===== config.mk =====
export PLATFORM = sky130hd
export DESIGN_NAME = image_pair_difference_metric_top
export DESIGN_NICKNAME = d
export VERILOG_FILES = /design/src/sv/ipdm_pkg.sv /design/src/sv/ipdm_prep.sv /design/src/sv/ipdm_root.sv /design/src/sv/image_pair_difference_metric_top.sv
export VERILOG_INCLUDE_DIRS = /design/src /design/src/sv
export SDC_FILE = /design/constraint.sdc
export NUM_CORES = 2
export LEC_CHECK = 0
export BUFFER_PORTS_ARGS = -buffer_cell sky130_fd_sc_hd__buf_2
export CAP_MARGIN = 20
export CORE_MARGIN = 2
export CORE_UTILIZATION = 29
export DETAILED_ROUTE_END_ITERATION = 8
export HOLD_SLACK_MARGIN = 0.12
export PLACE_DENSITY = 0.5
export SLEW_MARGIN = 20
export SYNTH_ARGS = -nofsm -noshare
export SYNTH_HDL_FRONTEND = slang
export SYNTH_SLANG_ARGS = --single-unit

===== constraint.sdc =====
create_clock -name i_clk -period 8.2 [get_ports i_clk]
set_input_delay 0.41 -clock i_clk [delete_from_list [all_inputs] [get_ports i_clk]]
set_output_delay 0.41 -clock i_clk [all_outputs]
set_load 0.005 [all_outputs]

===== src/sv/image_pair_difference_metric_top_assert.svh =====
// Assertion macros for the image pair difference metric block.
// Both macros sample on i_clk and are disabled while i_rst_n is low.
`ifndef IMAGE_PAIR_DIFFERENCE_METRIC_TOP_ASSERT_SVH
`define IMAGE_PAIR_DIFFERENCE_METRIC_TOP_ASSERT_SVH

// Same-cycle implication.
`define IPDM_ASSERT_IMP(label, ante, cons) \
    label: assert property (@(posedge i_clk) disable iff (!i_rst_n) (ante) |-> (cons)) \
        else $error("ipdm: assertion failed");

// Next-cycle implication.
`define IPDM_ASSERT_NEXT(label, ante, cons) \
    label: assert property (@(posedge i_clk) disable iff (!i_rst_n) (ante) |=> (cons)) \
        else $error("ipdm: assertion failed");

`endif


===== src/sv/ipdm_pkg.sv =====
package ipdm_pkg;

    localparam int PIX_W        = 32;
    localparam int BYTE_W       = 8;
    localparam int BYTES        = PIX_W / BYTE_W;
    localparam int BYTE_SUM_W   = 10;
    localparam int ERR_W        = 14;
    localparam int TOTAL_OUT_W  = 48;
    localparam int STEP_W       = 4;

    localparam int ERROR_FRAC_BITS_DEF = 4;
    localparam int TOTAL_WIDTH_DEF     = 48;

    // channel difference with sign, and luma/chroma widths
    localparam int CHAN_DIFF_W = 10;
    localparam int LUMA_W      = 22;
    localparam int LUMA_SQ_W   = 43;
    localparam int CHROMA_W    = 9;
    localparam int SUMSQ_W     = 19;
    localparam int N_BASE_W    = 46;
    localparam int TRIAL_W     = 55;

    localparam int LUMA_R = 2126;
    localparam int LUMA_G = 7152;
    localparam int LUMA_B = 722;

    localparam int DIST_SCALE_W = 27;
    localparam logic [DIST_SCALE_W-1:0] DIST_SCALE = 27'd100000000;

    localparam logic [3:0]        GRAY_MUL     = 4'd10;
    localparam logic [BYTE_W-1:0] GRAY_MAX     = 8'd255;
    localparam logic [BYTE_W-1:0] ALPHA_OPAQUE = 8'hFF;

    typedef enum logic {
        MODE_BYTE  = 1'b0,
        MODE_COLOR = 1'b1
    } t_mode;

    typedef enum logic [2:0] {
        S_IDLE,
        S_DIFF,
        S_SQR,
        S_SCALE,
        S_ROOT,
        S_ACC
    } t_state;

    typedef struct packed {
        logic [PIX_W-1:0] pixel_a;
        logic [PIX_W-1:0] pixel_b;
        logic             last_in_frame;
    } t_in_item;

    typedef struct packed {
        logic [PIX_W-1:0]       diff_pixel;
        logic [ERR_W-1:0]       pixel_error;
        logic [TOTAL_OUT_W-1:0] error_total;
        logic                   frame_done;
    } t_out_item;

    typedef struct packed {
        logic diff_en;
        logic sqr_en;
        logic scale_en;
    } t_prep_ctl;

endpackage


===== src/sv/ipdm_prep.sv =====
module ipdm_prep #(
    parameter int ERROR_FRAC_BITS = ipdm_pkg::ERROR_FRAC_BITS_DEF,
    parameter int N_W             = ipdm_pkg::N_BASE_W + 2 * ipdm_pkg::ERROR_FRAC_BITS_DEF
) (
    input  logic                                i_clk,
    input  ipdm_pkg::t_prep_ctl                 i_ctl,
    input  logic [ipdm_pkg::PIX_W-1:0]          i_pixel_a,
    input  logic [ipdm_pkg::PIX_W-1:0]          i_pixel_b,
    output logic [ipdm_pkg::PIX_W-1:0]          o_byte_diff,
    output logic [ipdm_pkg::BYTE_SUM_W-1:0]     o_byte_sum,
    output logic [N_W-1:0]                      o_n_val
);

    localparam int SHIFT = 2 * ERROR_FRAC_BITS;

    logic signed [ipdm_pkg::CHAN_DIFF_W-1:0] w_dr, w_dg, w_db, w_da, w_dbb;
    logic signed [ipdm_pkg::LUMA_W:0]        w_luma;
    logic [ipdm_pkg::LUMA_W-1:0]             w_luma_abs;
    logic [ipdm_pkg::CHROMA_W-1:0]           w_da_abs, w_dbb_abs;
    logic [ipdm_pkg::PIX_W-1:0]              w_byte_diff;
    logic [ipdm_pkg::BYTE_SUM_W-1:0]         w_byte_sum;
    logic [2*ipdm_pkg::LUMA_W-1:0]           w_luma_sq;
    logic [2*ipdm_pkg::CHROMA_W-1:0]         w_da_sq, w_dbb_sq;
    logic [ipdm_pkg::SUMSQ_W-1:0]            w_sumsq;
    logic [ipdm_pkg::N_BASE_W-1:0]           w_scaled, w_n_base;

    logic [ipdm_pkg::LUMA_W-1:0]             r_luma_abs;
    logic [ipdm_pkg::CHROMA_W-1:0]           r_da, r_dbb;
    logic [ipdm_pkg::PIX_W-1:0]              r_byte_diff;
    logic [ipdm_pkg::BYTE_SUM_W-1:0]         r_byte_sum;
    logic [ipdm_pkg::LUMA_SQ_W-1:0]          r_luma_sq;
    logic [ipdm_pkg::SUMSQ_W-1:0]            r_sumsq;
    logic [N_W-1:0]                          r_n;

    always_comb begin
        w_dr = $signed({2'b00, i_pixel_a[23:16]}) - $signed({2'b00, i_pixel_b[23:16]});
        w_dg = $signed({2'b00, i_pixel_a[15:8]})  - $signed({2'b00, i_pixel_b[15:8]});
        w_db = $signed({2'b00, i_pixel_a[7:0]})   - $signed({2'b00, i_pixel_b[7:0]});
        w_da  = w_dr - w_dg;
        w_dbb = w_dg - w_db;
        w_luma = (ipdm_pkg::LUMA_W + 1)'(ipdm_pkg::LUMA_R * w_dr + ipdm_pkg::LUMA_G * w_dg
                 + ipdm_pkg::LUMA_B * w_db);
        w_luma_abs = w_luma[ipdm_pkg::LUMA_W] ? ipdm_pkg::LUMA_W'(-w_luma)
                                               : ipdm_pkg::LUMA_W'(w_luma);
        w_da_abs  = w_da[ipdm_pkg::CHAN_DIFF_W-1]  ? ipdm_pkg::CHROMA_W'(-w_da)
                                                   : ipdm_pkg::CHROMA_W'(w_da);
        w_dbb_abs = w_dbb[ipdm_pkg::CHAN_DIFF_W-1] ? ipdm_pkg::CHROMA_W'(-w_dbb)
                                                   : ipdm_pkg::CHROMA_W'(w_dbb);
    end

    always_comb begin
        w_byte_sum = '0;
        for (int i = 0; i < ipdm_pkg::BYTES; i++) begin
            w_byte_diff[i*ipdm_pkg::BYTE_W +: ipdm_pkg::BYTE_W] =
                (i_pixel_a[i*ipdm_pkg::BYTE_W +: ipdm_pkg::BYTE_W] >
                 i_pixel_b[i*ipdm_pkg::BYTE_W +: ipdm_pkg::BYTE_W])
                ? i_pixel_a[i*ipdm_pkg::BYTE_W +: ipdm_pkg::BYTE_W]
                  - i_pixel_b[i*ipdm_pkg::BYTE_W +: ipdm_pkg::BYTE_W]
                : i_pixel_b[i*ipdm_pkg::BYTE_W +: ipdm_pkg::BYTE_W]
                  - i_pixel_a[i*ipdm_pkg::BYTE_W +: ipdm_pkg::BYTE_W];
            w_byte_sum = w_byte_sum + ipdm_pkg::BYTE_SUM_W'(
                w_byte_diff[i*ipdm_pkg::BYTE_W +: ipdm_pkg::BYTE_W]);
        end
    end

    assign w_luma_sq = r_luma_abs * r_luma_abs;
    assign w_da_sq   = r_da * r_da;
    assign w_dbb_sq  = r_dbb * r_dbb;
    assign w_sumsq   = {1'b0, w_da_sq} + {1'b0, w_dbb_sq};
    assign w_scaled  = r_sumsq * ipdm_pkg::DIST_SCALE;
    assign w_n_base  = w_scaled + ipdm_pkg::N_BASE_W'(r_luma_sq);

    always_ff @(posedge i_clk) begin
        if (i_ctl.diff_en) begin
            r_luma_abs  <= w_luma_abs;
            r_da        <= w_da_abs;
            r_dbb       <= w_dbb_abs;
            r_byte_diff <= w_byte_diff;
            r_byte_sum  <= w_byte_sum;
        end
        if (i_ctl.sqr_en) begin
            r_luma_sq <= w_luma_sq[ipdm_pkg::LUMA_SQ_W-1:0];
            r_sumsq   <= w_sumsq;
        end
        if (i_ctl.scale_en) begin
            r_n <= N_W'(w_n_base) << SHIFT;
        end
    end

    assign o_byte_diff = r_byte_diff;
    assign o_byte_sum  = r_byte_sum;
    assign o_n_val     = r_n;

endmodule


===== src/sv/ipdm_root.sv =====
module ipdm_root #(
    parameter int N_W = ipdm_pkg::N_BASE_W + 2 * ipdm_pkg::ERROR_FRAC_BITS_DEF
) (
    input  logic                         i_clk,
    input  logic                         i_rst_n,
    input  logic                         i_start,
    input  logic [N_W-1:0]               i_n_val,
    output logic [ipdm_pkg::ERR_W-1:0]   o_root,
    output logic                         o_done
);

    localparam int CMP_W = (N_W > ipdm_pkg::TRIAL_W) ? N_W : ipdm_pkg::TRIAL_W;
    localparam logic [ipdm_pkg::TRIAL_W-1:0] UNIT_INIT =
        ipdm_pkg::TRIAL_W'(ipdm_pkg::DIST_SCALE) << (2 * (ipdm_pkg::ERR_W - 1));

    logic                            r_busy;
    logic [ipdm_pkg::STEP_W-1:0]     r_step;
    logic [ipdm_pkg::TRIAL_W-1:0]    r_sq, r_cross, r_unit;
    logic [ipdm_pkg::ERR_W-1:0]      r_root;

    logic [ipdm_pkg::TRIAL_W-1:0]    w_trial, w_cross_sum;
    logic                            w_fit;

    // trial = (root + 2^k)^2 * scale, built from the running square and cross term
    assign w_trial     = r_sq + r_cross + r_unit;
    assign w_fit       = CMP_W'(w_trial) <= CMP_W'(i_n_val);
    assign w_cross_sum = w_fit ? r_cross + (r_unit << 1) : r_cross;

    always_ff @(posedge i_clk) begin
        if (!i_rst_n) begin
            r_busy <= 1'b0;
        end else if (i_start) begin
            r_busy <= 1'b1;
        end else if (r_busy && r_step == '0) begin
            r_busy <= 1'b0;
        end
    end

    always_ff @(posedge i_clk) begin
        if (i_start) begin
            r_step  <= ipdm_pkg::STEP_W'(ipdm_pkg::ERR_W - 1);
            r_sq    <= '0;
            r_cross <= '0;
            r_unit  <= UNIT_INIT;
            r_root  <= '0;
        end else if (r_busy) begin
            r_step  <= r_step - 1'b1;
            r_cross <= w_cross_sum >> 1;
            r_unit  <= r_unit >> 2;
            if (w_fit) begin
                r_sq   <= w_trial;
                r_root <= r_root | (ipdm_pkg::ERR_W'(1) << r_step);
            end
        end
    end

    assign o_root = r_root;
    assign o_done = r_busy && r_step == '0;

endmodule


===== src/sv/image_pair_difference_metric_top.sv =====
// Pixel pair difference and color distance.
// Input channel (i_in_valid / o_in_ready) takes one pair of ARGB pixels and a
// frame-end flag per transfer; output channel (o_out_valid / i_out_ready)
// gives the difference pixel, the pixel error, the running total and the
// frame-end flag. i_cfg_we / i_cfg_wdata write the metric mode (0 byte
// difference, 1 color distance); write it only while the block is idle.
// Byte mode: per-byte absolute differences and their sum are registered, then
// loaded into the output register. Color mode: setup steps (channel
// differences, squares, scaling), then the add-and-compare root unit, one
// result bit per cycle. One item is in flight at a time, so a new item is
// taken only after the last one has reached the output register.
// The output register holds a finished result, so the next item is taken
// while the receiver stalls; that item waits in its last step until the
// output register frees up.
// Reset (synchronous, active low) clears the mode to 0, the running total to
// zero and drops the output valid. The total saturates and returns to zero
// after the result that ends a frame.
`include "image_pair_difference_metric_top_assert.svh"

module image_pair_difference_metric_top #(
    parameter int ERROR_FRAC_BITS = ipdm_pkg::ERROR_FRAC_BITS_DEF,
    parameter int TOTAL_WIDTH     = ipdm_pkg::TOTAL_WIDTH_DEF
) (
    input  logic                i_clk,
    input  logic                i_rst_n,
    input  logic                i_cfg_we,
    input  logic                i_cfg_wdata,
    input  logic                i_in_valid,
    output logic                o_in_ready,
    input  ipdm_pkg::t_in_item  i_in_data,
    output logic                o_out_valid,
    input  logic                i_out_ready,
    output ipdm_pkg::t_out_item o_out_data
);

    localparam int N_W   = ipdm_pkg::N_BASE_W + 2 * ERROR_FRAC_BITS;
    localparam int EXT_W = TOTAL_WIDTH + ipdm_pkg::TOTAL_OUT_W;

    ipdm_pkg::t_state               r_state, n_state;
    ipdm_pkg::t_mode                r_mode;
    logic [ipdm_pkg::PIX_W-1:0]     r_pix_a, r_pix_b;
    logic                           r_last;
    logic [TOTAL_WIDTH-1:0]         r_acc;
    logic                           r_out_valid;
    ipdm_pkg::t_out_item            r_out_data;

    ipdm_pkg::t_prep_ctl            w_prep_ctl;
    logic                           w_root_start;
    logic                           w_root_done;
    logic                           w_load_out;
    logic                           w_accept;
    logic [ipdm_pkg::PIX_W-1:0]     w_byte_diff;
    logic [ipdm_pkg::BYTE_SUM_W-1:0] w_byte_sum;
    logic [N_W-1:0]                 w_n_val;
    logic [ipdm_pkg::ERR_W-1:0]     w_root;
    logic [ipdm_pkg::ERR_W-1:0]     w_err;
    logic [ipdm_pkg::ERR_W+3:0]     w_gray_full, w_gray_shift;
    logic [ipdm_pkg::BYTE_W-1:0]    w_gray;
    logic [ipdm_pkg::PIX_W-1:0]     w_diff;
    logic [TOTAL_WIDTH:0]           w_sum;
    logic [TOTAL_WIDTH-1:0]         w_total;
    logic [EXT_W-1:0]               w_total_ext;

    ipdm_prep #(
        .ERROR_FRAC_BITS (ERROR_FRAC_BITS),
        .N_W             (N_W)
    ) u_prep (
        .i_clk       (i_clk),
        .i_ctl       (w_prep_ctl),
        .i_pixel_a   (r_pix_a),
        .i_pixel_b   (r_pix_b),
        .o_byte_diff (w_byte_diff),
        .o_byte_sum  (w_byte_sum),
        .o_n_val     (w_n_val)
    );

    ipdm_root #(
        .N_W (N_W)
    ) u_root (
        .i_clk   (i_clk),
        .i_rst_n (i_rst_n),
        .i_start (w_root_start),
        .i_n_val (w_n_val),
        .o_root  (w_root),
        .o_done  (w_root_done)
    );

    always_comb begin
        n_state = r_state;
        case (r_state)
            ipdm_pkg::S_IDLE: begin
                if (i_in_valid) begin
                    n_state = ipdm_pkg::S_DIFF;
                end
            end
            ipdm_pkg::S_DIFF: begin
                n_state = (r_mode == ipdm_pkg::MODE_COLOR) ? ipdm_pkg::S_SQR
                                                           : ipdm_pkg::S_ACC;
            end
            ipdm_pkg::S_SQR:   n_state = ipdm_pkg::S_SCALE;
            ipdm_pkg::S_SCALE: n_state = ipdm_pkg::S_ROOT;
            ipdm_pkg::S_ROOT: begin
                if (w_root_done) begin
                    n_state = ipdm_pkg::S_ACC;
                end
            end
            ipdm_pkg::S_ACC: begin
                if (!r_out_valid || i_out_ready) begin
                    n_state = ipdm_pkg::S_IDLE;
                end
            end
            default: n_state = ipdm_pkg::S_IDLE;
        endcase
    end

    always_comb begin
        o_in_ready          = 1'b0;
        w_prep_ctl          = '0;
        w_root_start        = 1'b0;
        w_load_out          = 1'b0;
        case (r_state)
            ipdm_pkg::S_IDLE:  o_in_ready = 1'b1;
            ipdm_pkg::S_DIFF:  w_prep_ctl.diff_en = 1'b1;
            ipdm_pkg::S_SQR:   w_prep_ctl.sqr_en = 1'b1;
            ipdm_pkg::S_SCALE: begin
                w_prep_ctl.scale_en = 1'b1;
                w_root_start        = 1'b1;
            end
            ipdm_pkg::S_ACC:   w_load_out = !r_out_valid || i_out_ready;
            default: ;
        endcase
    end

    assign w_accept = i_in_valid && o_in_ready;

    always_comb begin
        w_err        = (r_mode == ipdm_pkg::MODE_COLOR) ? w_root
                                                        : ipdm_pkg::ERR_W'(w_byte_sum);
        w_gray_full  = w_err * ipdm_pkg::GRAY_MUL;
        w_gray_shift = w_gray_full >> ERROR_FRAC_BITS;
        w_gray       = (w_gray_shift > (ipdm_pkg::ERR_W + 4)'(ipdm_pkg::GRAY_MAX))
                       ? ipdm_pkg::GRAY_MAX : w_gray_shift[ipdm_pkg::BYTE_W-1:0];
        w_diff       = (r_mode == ipdm_pkg::MODE_COLOR)
                       ? {ipdm_pkg::ALPHA_OPAQUE, w_gray, w_gray, w_gray} : w_byte_diff;
        w_sum        = {1'b0, r_acc} + (TOTAL_WIDTH + 1)'(w_err);
        w_total      = w_sum[TOTAL_WIDTH] ? '1 : w_sum[TOTAL_WIDTH-1:0];
        w_total_ext  = EXT_W'(w_total);
    end

    always_ff @(posedge i_clk) begin
        if (!i_rst_n) begin
            r_state     <= ipdm_pkg::S_IDLE;
            r_mode      <= ipdm_pkg::MODE_BYTE;
            r_acc       <= '0;
            r_out_valid <= 1'b0;
        end else begin
            r_state <= n_state;
            if (i_cfg_we) begin
                r_mode <= ipdm_pkg::t_mode'(i_cfg_wdata);
            end
            if (w_load_out) begin
                r_acc       <= r_last ? '0 : w_total;
                r_out_valid <= 1'b1;
            end else if (i_out_ready) begin
                r_out_valid <= 1'b0;
            end
        end
    end

    always_ff @(posedge i_clk) begin
        if (w_accept) begin
            r_pix_a <= i_in_data.pixel_a;
            r_pix_b <= i_in_data.pixel_b;
            r_last  <= i_in_data.last_in_frame;
        end
        if (w_load_out) begin
            r_out_data.diff_pixel  <= w_diff;
            r_out_data.pixel_error <= w_err;
            r_out_data.error_total <= w_total_ext[ipdm_pkg::TOTAL_OUT_W-1:0];
            r_out_data.frame_done  <= r_last;
        end
    end

    assign o_out_valid = r_out_valid;
    assign o_out_data  = r_out_data;

    `IPDM_ASSERT_IMP(a_done_in_root, w_root_done, r_state == ipdm_pkg::S_ROOT)
    `IPDM_ASSERT_NEXT(a_frame_clear, w_load_out && r_last, r_acc == '0)
    `IPDM_ASSERT_NEXT(a_total_no_wrap, w_load_out && !r_last, r_acc >= $past(r_acc))

endmodule

After elaboration in Yosys (flattened, before gate mapping):

Index checks and enable logic that the tools add are counted.

* bits in latches: 0
* memory bits (read-only): 0
* memories kept: 0
* register bits: 583
* output and inout bits: 97
* bits of input ports: 71
* word-level logic and storage cells: 115
* bits in writable memories: 0

* reduce and logical (&&, ||, !) cells: 10
* $add $sub $neg: 28
* shifts and indexed selects: 1
* bitwise logic cells: 1
* order comparisons: 6
* mux-type cells: 27
* equal/unequal tests: 8
* $mul: 8
* div/mod/pow operators: 0

Operators by type and width (count)
* two-way mux 48 bit: 2
* subtractor 8 bit: 8
* adder 54 x 54 -> 55 bit: 1
* adder 55 x 53 -> 55 bit: 1
* adder 55 x 54 -> 55 bit: 1
* less-or-equal comparator 55 x 54 -> 1 bit: 1
* two-way mux 55 bit: 1
* adder 48 x 14 -> 49 bit: 1
* adder 46 x 43 -> 46 bit: 1
* multiplier 22 x 22 -> 43 bit: 1
* two-way mux 8 bit: 5
* multiplier 10 x 9 -> 19 bit, first input constant: 2
* multiplier 19 x 19 -> 38 bit, second input constant: 1
* multiplier 9 x 9 -> 18 bit: 2
* greater-than comparator 8 bit: 4
* subtractor 8 x 8 -> 9 bit: 3
* two-way mux 24 bit: 1
* adder 23 x 20 -> 23 bit: 1
* adder 23 bit: 1
* two-way mux 22 bit: 1
* negator 22 bit: 1
* multiplier 12 x 9 -> 21 bit, first input constant: 1
* adder 10 x 8 -> 10 bit: 2
* subtractor 9 x 9 -> 10 bit: 2
* other kinds (26): 44

Longest topological paths before layout:

* depth in word-level cells: 6
* gate-level depth with buffers: 39
* mapped depth without buffers: 38

Hierarchy:

A second synthesis with hierarchy kept.

* cells, all modules: 6914
* area total of the unflattened synthesis: 67450.9 µm²

By module, submodules not included
* ipdm_prep: area each 41961.5 µm², cells an instance 4251, sequential area each 5495.3 µm², instances 1
* ipdm_root: area each 15489.9 µm², cells an instance 1850, sequential area each 3563.4 µm², instances 1
* image_pair_difference_metric_top: area each 9999.6 µm², cells an instance 813, sequential area each 5865.6 µm², instances 1

Worst setup path after synthesis:

Ideal clock, no wire load.

* path kind: register to register
* start point: register r_pix_b[9] in the netlist's numbering
* end point: register u_prep.r_luma_abs[7] in the netlist's numbering, data pin
* buffers on the path: 1
* setup time: 262 ps
* required time: 7938 ps
* cell stages (with the launch flop): 32
* clock period less this slack: 8386 ps
* path slack: -186 ps
* arrival: 8125 ps
* cells stage by stage: edfxtp_1 > ha_1 > a21oi_1 > o21bai_1 > a21oi_1 > o21bai_1 > xor2_1 > inv_1 > fa_1 > fa_1 > inv_1 > fa_1 > fa_1 > fa_1 > ha_1 > a21oi_1 > o21bai_1 > a21oi_1 > o21bai_1 > a21oi_1 > o21bai_1 > a2111oi_0 > nor3_1 > xnor2_1 > fa_1 > or4_1 > nand4_1 > xnor3_1 > xnor2_4 > buf_6 > o31ai_1 > xnor2_1

* word-level cells in the longest chain between the ends: 6

RTL lines
* start: declaration: RTL line image_pair_difference_metric_top.sv:41 `logic [ipdm_pkg::PIX_W-1:0] r_pix_a, r_pix_b;`
* start signal: assignment: RTL line image_pair_difference_metric_top.sv:173 `r_pix_b <= i_in_data.pixel_b;`
* subtractor 8 x 8 -> 9 bit (*): RTL line ipdm_prep.sv:37 `w_dg = $signed({2'b00, i_pixel_a[15:8]}) - $signed({2'b00, i_pixel_b[15:8]});`
* multiplier 10 x 9 -> 19 bit (*): RTL line ipdm_prep.sv:41 `w_luma = (ipdm_pkg::LUMA_W + 1)'(ipdm_pkg::LUMA_R * w_dr + ipdm_pkg::LUMA_G * w_dg`
* adder 23 bit (*): RTL line ipdm_prep.sv:41
* adder 23 x 20 -> 23 bit (*): RTL line ipdm_prep.sv:42 `+ ipdm_pkg::LUMA_B * w_db);`
* negator 22 bit: RTL line ipdm_prep.sv:43 `w_luma_abs = w_luma[ipdm_pkg::LUMA_W] ? ipdm_pkg::LUMA_W'(-w_luma)`
* two-way mux 22 bit (*): RTL line ipdm_prep.sv:43
* named net u_prep.w_luma_abs (one bit): RTL line ipdm_prep.sv:18 `logic [ipdm_pkg::LUMA_W-1:0] w_luma_abs;`
* end signal: assignment: RTL line ipdm_prep.sv:75 `r_luma_abs <= w_luma_abs;`
* end: declaration: RTL line ipdm_prep.sv:27 `logic [ipdm_pkg::LUMA_W-1:0] r_luma_abs;`

The timed path passes the listed nets; every way through them passes the cells marked *.
A chain may end at the register's enable or synchronous reset.

Worst setup path in the final report:

* start point: register r_pix_a[9] in the netlist's numbering
* end point: register u_prep.r_luma_abs[20] in the netlist's numbering, data pin

* word-level cells in the longest chain between the ends: 6

RTL lines
* start: declaration: RTL line image_pair_difference_metric_top.sv:41
* start signal: assignment: RTL line image_pair_difference_metric_top.sv:172 `r_pix_a <= i_in_data.pixel_a;`
* subtractor 8 x 8 -> 9 bit (*): RTL line ipdm_prep.sv:37
* multiplier 10 x 9 -> 19 bit (*): RTL line ipdm_prep.sv:41
* adder 23 bit (*): RTL line ipdm_prep.sv:41
* adder 23 x 20 -> 23 bit (*): RTL line ipdm_prep.sv:42
* negator 22 bit: RTL line ipdm_prep.sv:43
* two-way mux 22 bit (*): RTL line ipdm_prep.sv:43
* named net u_prep.w_luma_abs (one bit): RTL line ipdm_prep.sv:18

Marks and branches as above.

==> qor.yml <==
fin_skew_ns: 0.04442
drive_above_1_share_pct: 10.56
post-route-util_pct: 33.64
rows: 175
yosysUniqueCellTypes: 100
crit_slowest_cell: "fa_1"
synthFlopType: "edfxtp_1"
arrival_ns: 8.45
dp_hpwl_um: 145100
finalSetupViolCount: 0
finalCritPeriodShare_pct: 97.88
routed_wl_um: 176100
hold_path_class: "reg2reg"
cts_buffers: 72
fin_nets: 8991
whs_path_depth: 0
h-tree-depth: 3
synthCells: 6889
yosysSeqAreaShare_pct: 22.46
syn_area_per_cell_um2: 9.646
routedWlPerCell_um: 16.99
relSlewSlack_pct: 27.65
drt_pre_antenna_iters: 5
ys_ff_latch: 574
slew_viol_final: 0
max_cap_violations: 0
n_fill_cell: 23170
async_flop_share_pct: 0
worstPathMaxFanout: 5
core_area_um2: 227500
required_ns: 8.62
clkTransAtPathRegs_ns: 0.06
final_hold_viol_count: 0
die_h_um: 482.7
dieWidth_um: 482.7
drc_errors: 0
cts_tree: "yes"
fmax_ghz: 0.1246
track_usage_pct: 15.06
worst_pin_slew_ns: 1.058
antennaDiodeCount: 0
num_vias: 49110
cts_buffer_depth: 3
ys.warnings.count: 0
fp.dieArea_um2: 233000
numPortBuffers: 167
cts_sinks: 574
hold_ws_ns: 0.4071
insertion_delay_ns: 0.71
grt_start_max_net_pins: 104
antenna_found_initial: 6
synth-edff-count: 343
cp_slowest_stage_delay_ns: 0.56
clockRootBuffer: "clkbuf_16"
postRouteAntennaNets: 0
place.gp.congestion: 0.8739
syn_area_um2: 66450
grt_pass1_wl_um: 280000
outcome: "complete, no violations"
ioPinCount: 168
grt_pass1_vias: 50410
rsz0062_at_grt: "true"
area_growth_pct: 15.16
timing.final.crit_period_ns: 8.026
start_util_pct: 29.21
syn_nets: 8580
rrSetupSlack_ns: 0.17
via_per_inst: 4.738
cp-end-kind: "flop"
r2r_cells: 36
gr-total-overflow: 0
drt_iter0_drc: 2464
worstSetupPathType: "reg2reg"
worstSetupStartpointType: "flop"
critical path, delay by kind of cell, from the launching register on:
family                   cells  cell delay, ns
flip-flops                   1            0.41
adder cells (fa/ha/maj)      8            2.73
AND/OR/NAND/NOR              3            0.69
XOR/XNOR                     5            0.98
buffers and inverters        6            0.71
AO/OA/AOI/OAI               14            2.19
repair_timing:
item,4_1_cts,5_1_grt
pin swaps,34,63
hold buffers,71,0
hold endpoints to repair,76,0
resized for setup,42,95
endpoints found under the setup margin,20,124
setup buffers,18,32
gates cloned,1,0
routing by layer:
metal / global-route usage (%) / vias up / routed length [µm]
li1: - / 24060 / -
met1: 21.01 / 24210 / 84800
met5: 0 / - / 0
met2: 25.14 / 677 / 82850
met4: 3.147 / 0 / 3166
met3: 1.622 / 158 / 5296
cells in the mapped netlist, types with 20 or more instances:
cell	number	area, µm²
a21o_1	175	1314
inv_1	1128	4234
a21oi_1	389	1947
o21bai_1	58	435.4
ha_1	900	11260
a211oi_1	61	457.9
nand4_1	41	256.5
o31ai_1	29	217.7
or3_1	22	137.6
dfxtp_1	231	4624
a31oi_1	58	362.9
nor3_1	86	430.4
nand3_1	91	455.4
mux2i_1	94	940.9
nor2b_1	72	450.4
nand2_1	452	1697
edfxtp_1	343	10300
xnor2_1	269	2356
clkbuf_1	152	570.6
and3_1	57	356.6
a21boi_0	20	150.1
a22o_1	24	210.2
o21a_1	61	457.9
nor2_1	352	1321
nand2b_1	51	319.1
and2_1	186	1164
a211o_1	20	175.2
xor2_1	112	980.9
o21ai_0	255	1276
fa_1	720	14410
or2_2	35	219.0
o211ai_1	36	270.3
path summary, 6_finish.rpt:
| path | from | endpoint |
|---|---|---|
| setup / recovery | r_pix_a[9] | u_prep.r_luma_abs[20] |
| hold / removal | u_prep.r_luma_sq[2] | u_prep.o_n_val[10] |
| setup reg to reg | r_pix_a[9] | u_prep.r_luma_abs[20] |
| hold reg to reg | u_prep.r_luma_sq[2] | u_prep.o_n_val[10] |
logic make-up (layout without fill, tap and decap cells):
logic type / count (synthesis) / in the layout / synth area share, %
mux: 109 / 109 / 1.670
buf+inv: 1317 / 1783 / 7.543
fa+ha+maj: 1620 / 1620 / 38.64
xor+xnor: 385 / 385 / 5.180
flops: 574 / 574 / 22.46
simple gates: 1522 / 1522 / 11.16
compound gates: 1362 / 1362 / 13.35
final cells by class:
| cell class | count | area, µm² | area share, % |
|---|---|---|---|
| Multi-Input combinational cell | 4998 | 47250 | 61.75 |
| Sequential cell | 574 | 14930 | 19.51 |
| Inverter | 1129 | 4245 | 5.548 |
| Timing Repair Buffer | 525 | 3777 | 4.936 |
| Tap cell | 3009 | 3765 | 4.920 |
| Clock buffer | 95 | 1978 | 2.585 |
| Clock inverter | 34 | 578.1 | 0.7554 |
placed cells by master, fill, tap and decap left out, types with 36 or more instances in the layout:
master         synthesis  final
a211oi_1              61     61
a21o_1               175    175
a21oi_1              389    371
a31oi_1               58     57
and2_1               186    184
and3_1                57     57
buf_2                 19    168
buf_4                  4    278
clkbuf_16              0     72
dfxtp_1              231    229
dlygate4sd3_1          0     71
edfxtp_1             343    343
fa_1                 720    714
ha_1                 900    878
inv_1               1128   1119
mux2i_1               94     94
nand2_1              452    446
nand2b_1              51     51
nand3_1               91     91
nand4_1               41     41
nor2_1               352    348
nor2b_1               72     71
nor3_1                86     83
o211ai_1              36     36
o21a_1                61     61
o21ai_0              255    241
o21bai_1              58     56
xnor2_1              269    258
xor2_1               112    108
registers in the layout, summed over array words and instances (netlist names), 14 cells and up:
signal and cells:
u_prep.o_byte_diff 32, r_acc 48, r_pix_a 32, u_root.r_unit 50
u_root.r_cross 54, u_prep.o_n_val 43, r_pix_b 32, u_prep.r_luma_sq 40
u_root.r_sq 55, u_prep.r_luma_abs 21, u_prep.r_sumsq 19, o_out_data 95
u_root.o_root 14
per-stage QoR:
stage | instances | setup slack, ns | instance area (µm²) | setup TNS [ns]
3_5_place_dp | 10110 | -0.2438 | 72180 | -2.806
2_1_floorplan | 6889 | 0.02231 | 66480 | 0
3_3_place_gp | 10110 | -0.1905 | 72180 | -2.043
4_1_cts | 10330 | 0.003859 | 75880 | 0
6_report | 10360 | 0.1739 | 76520 | 0
5_1_grt | 10360 | -0.2042 | 76520 | -3.235
Power is left out: the tool's default activity adds up to more than one toggle a clock period on the data nets, which glitch-free logic cannot reach.
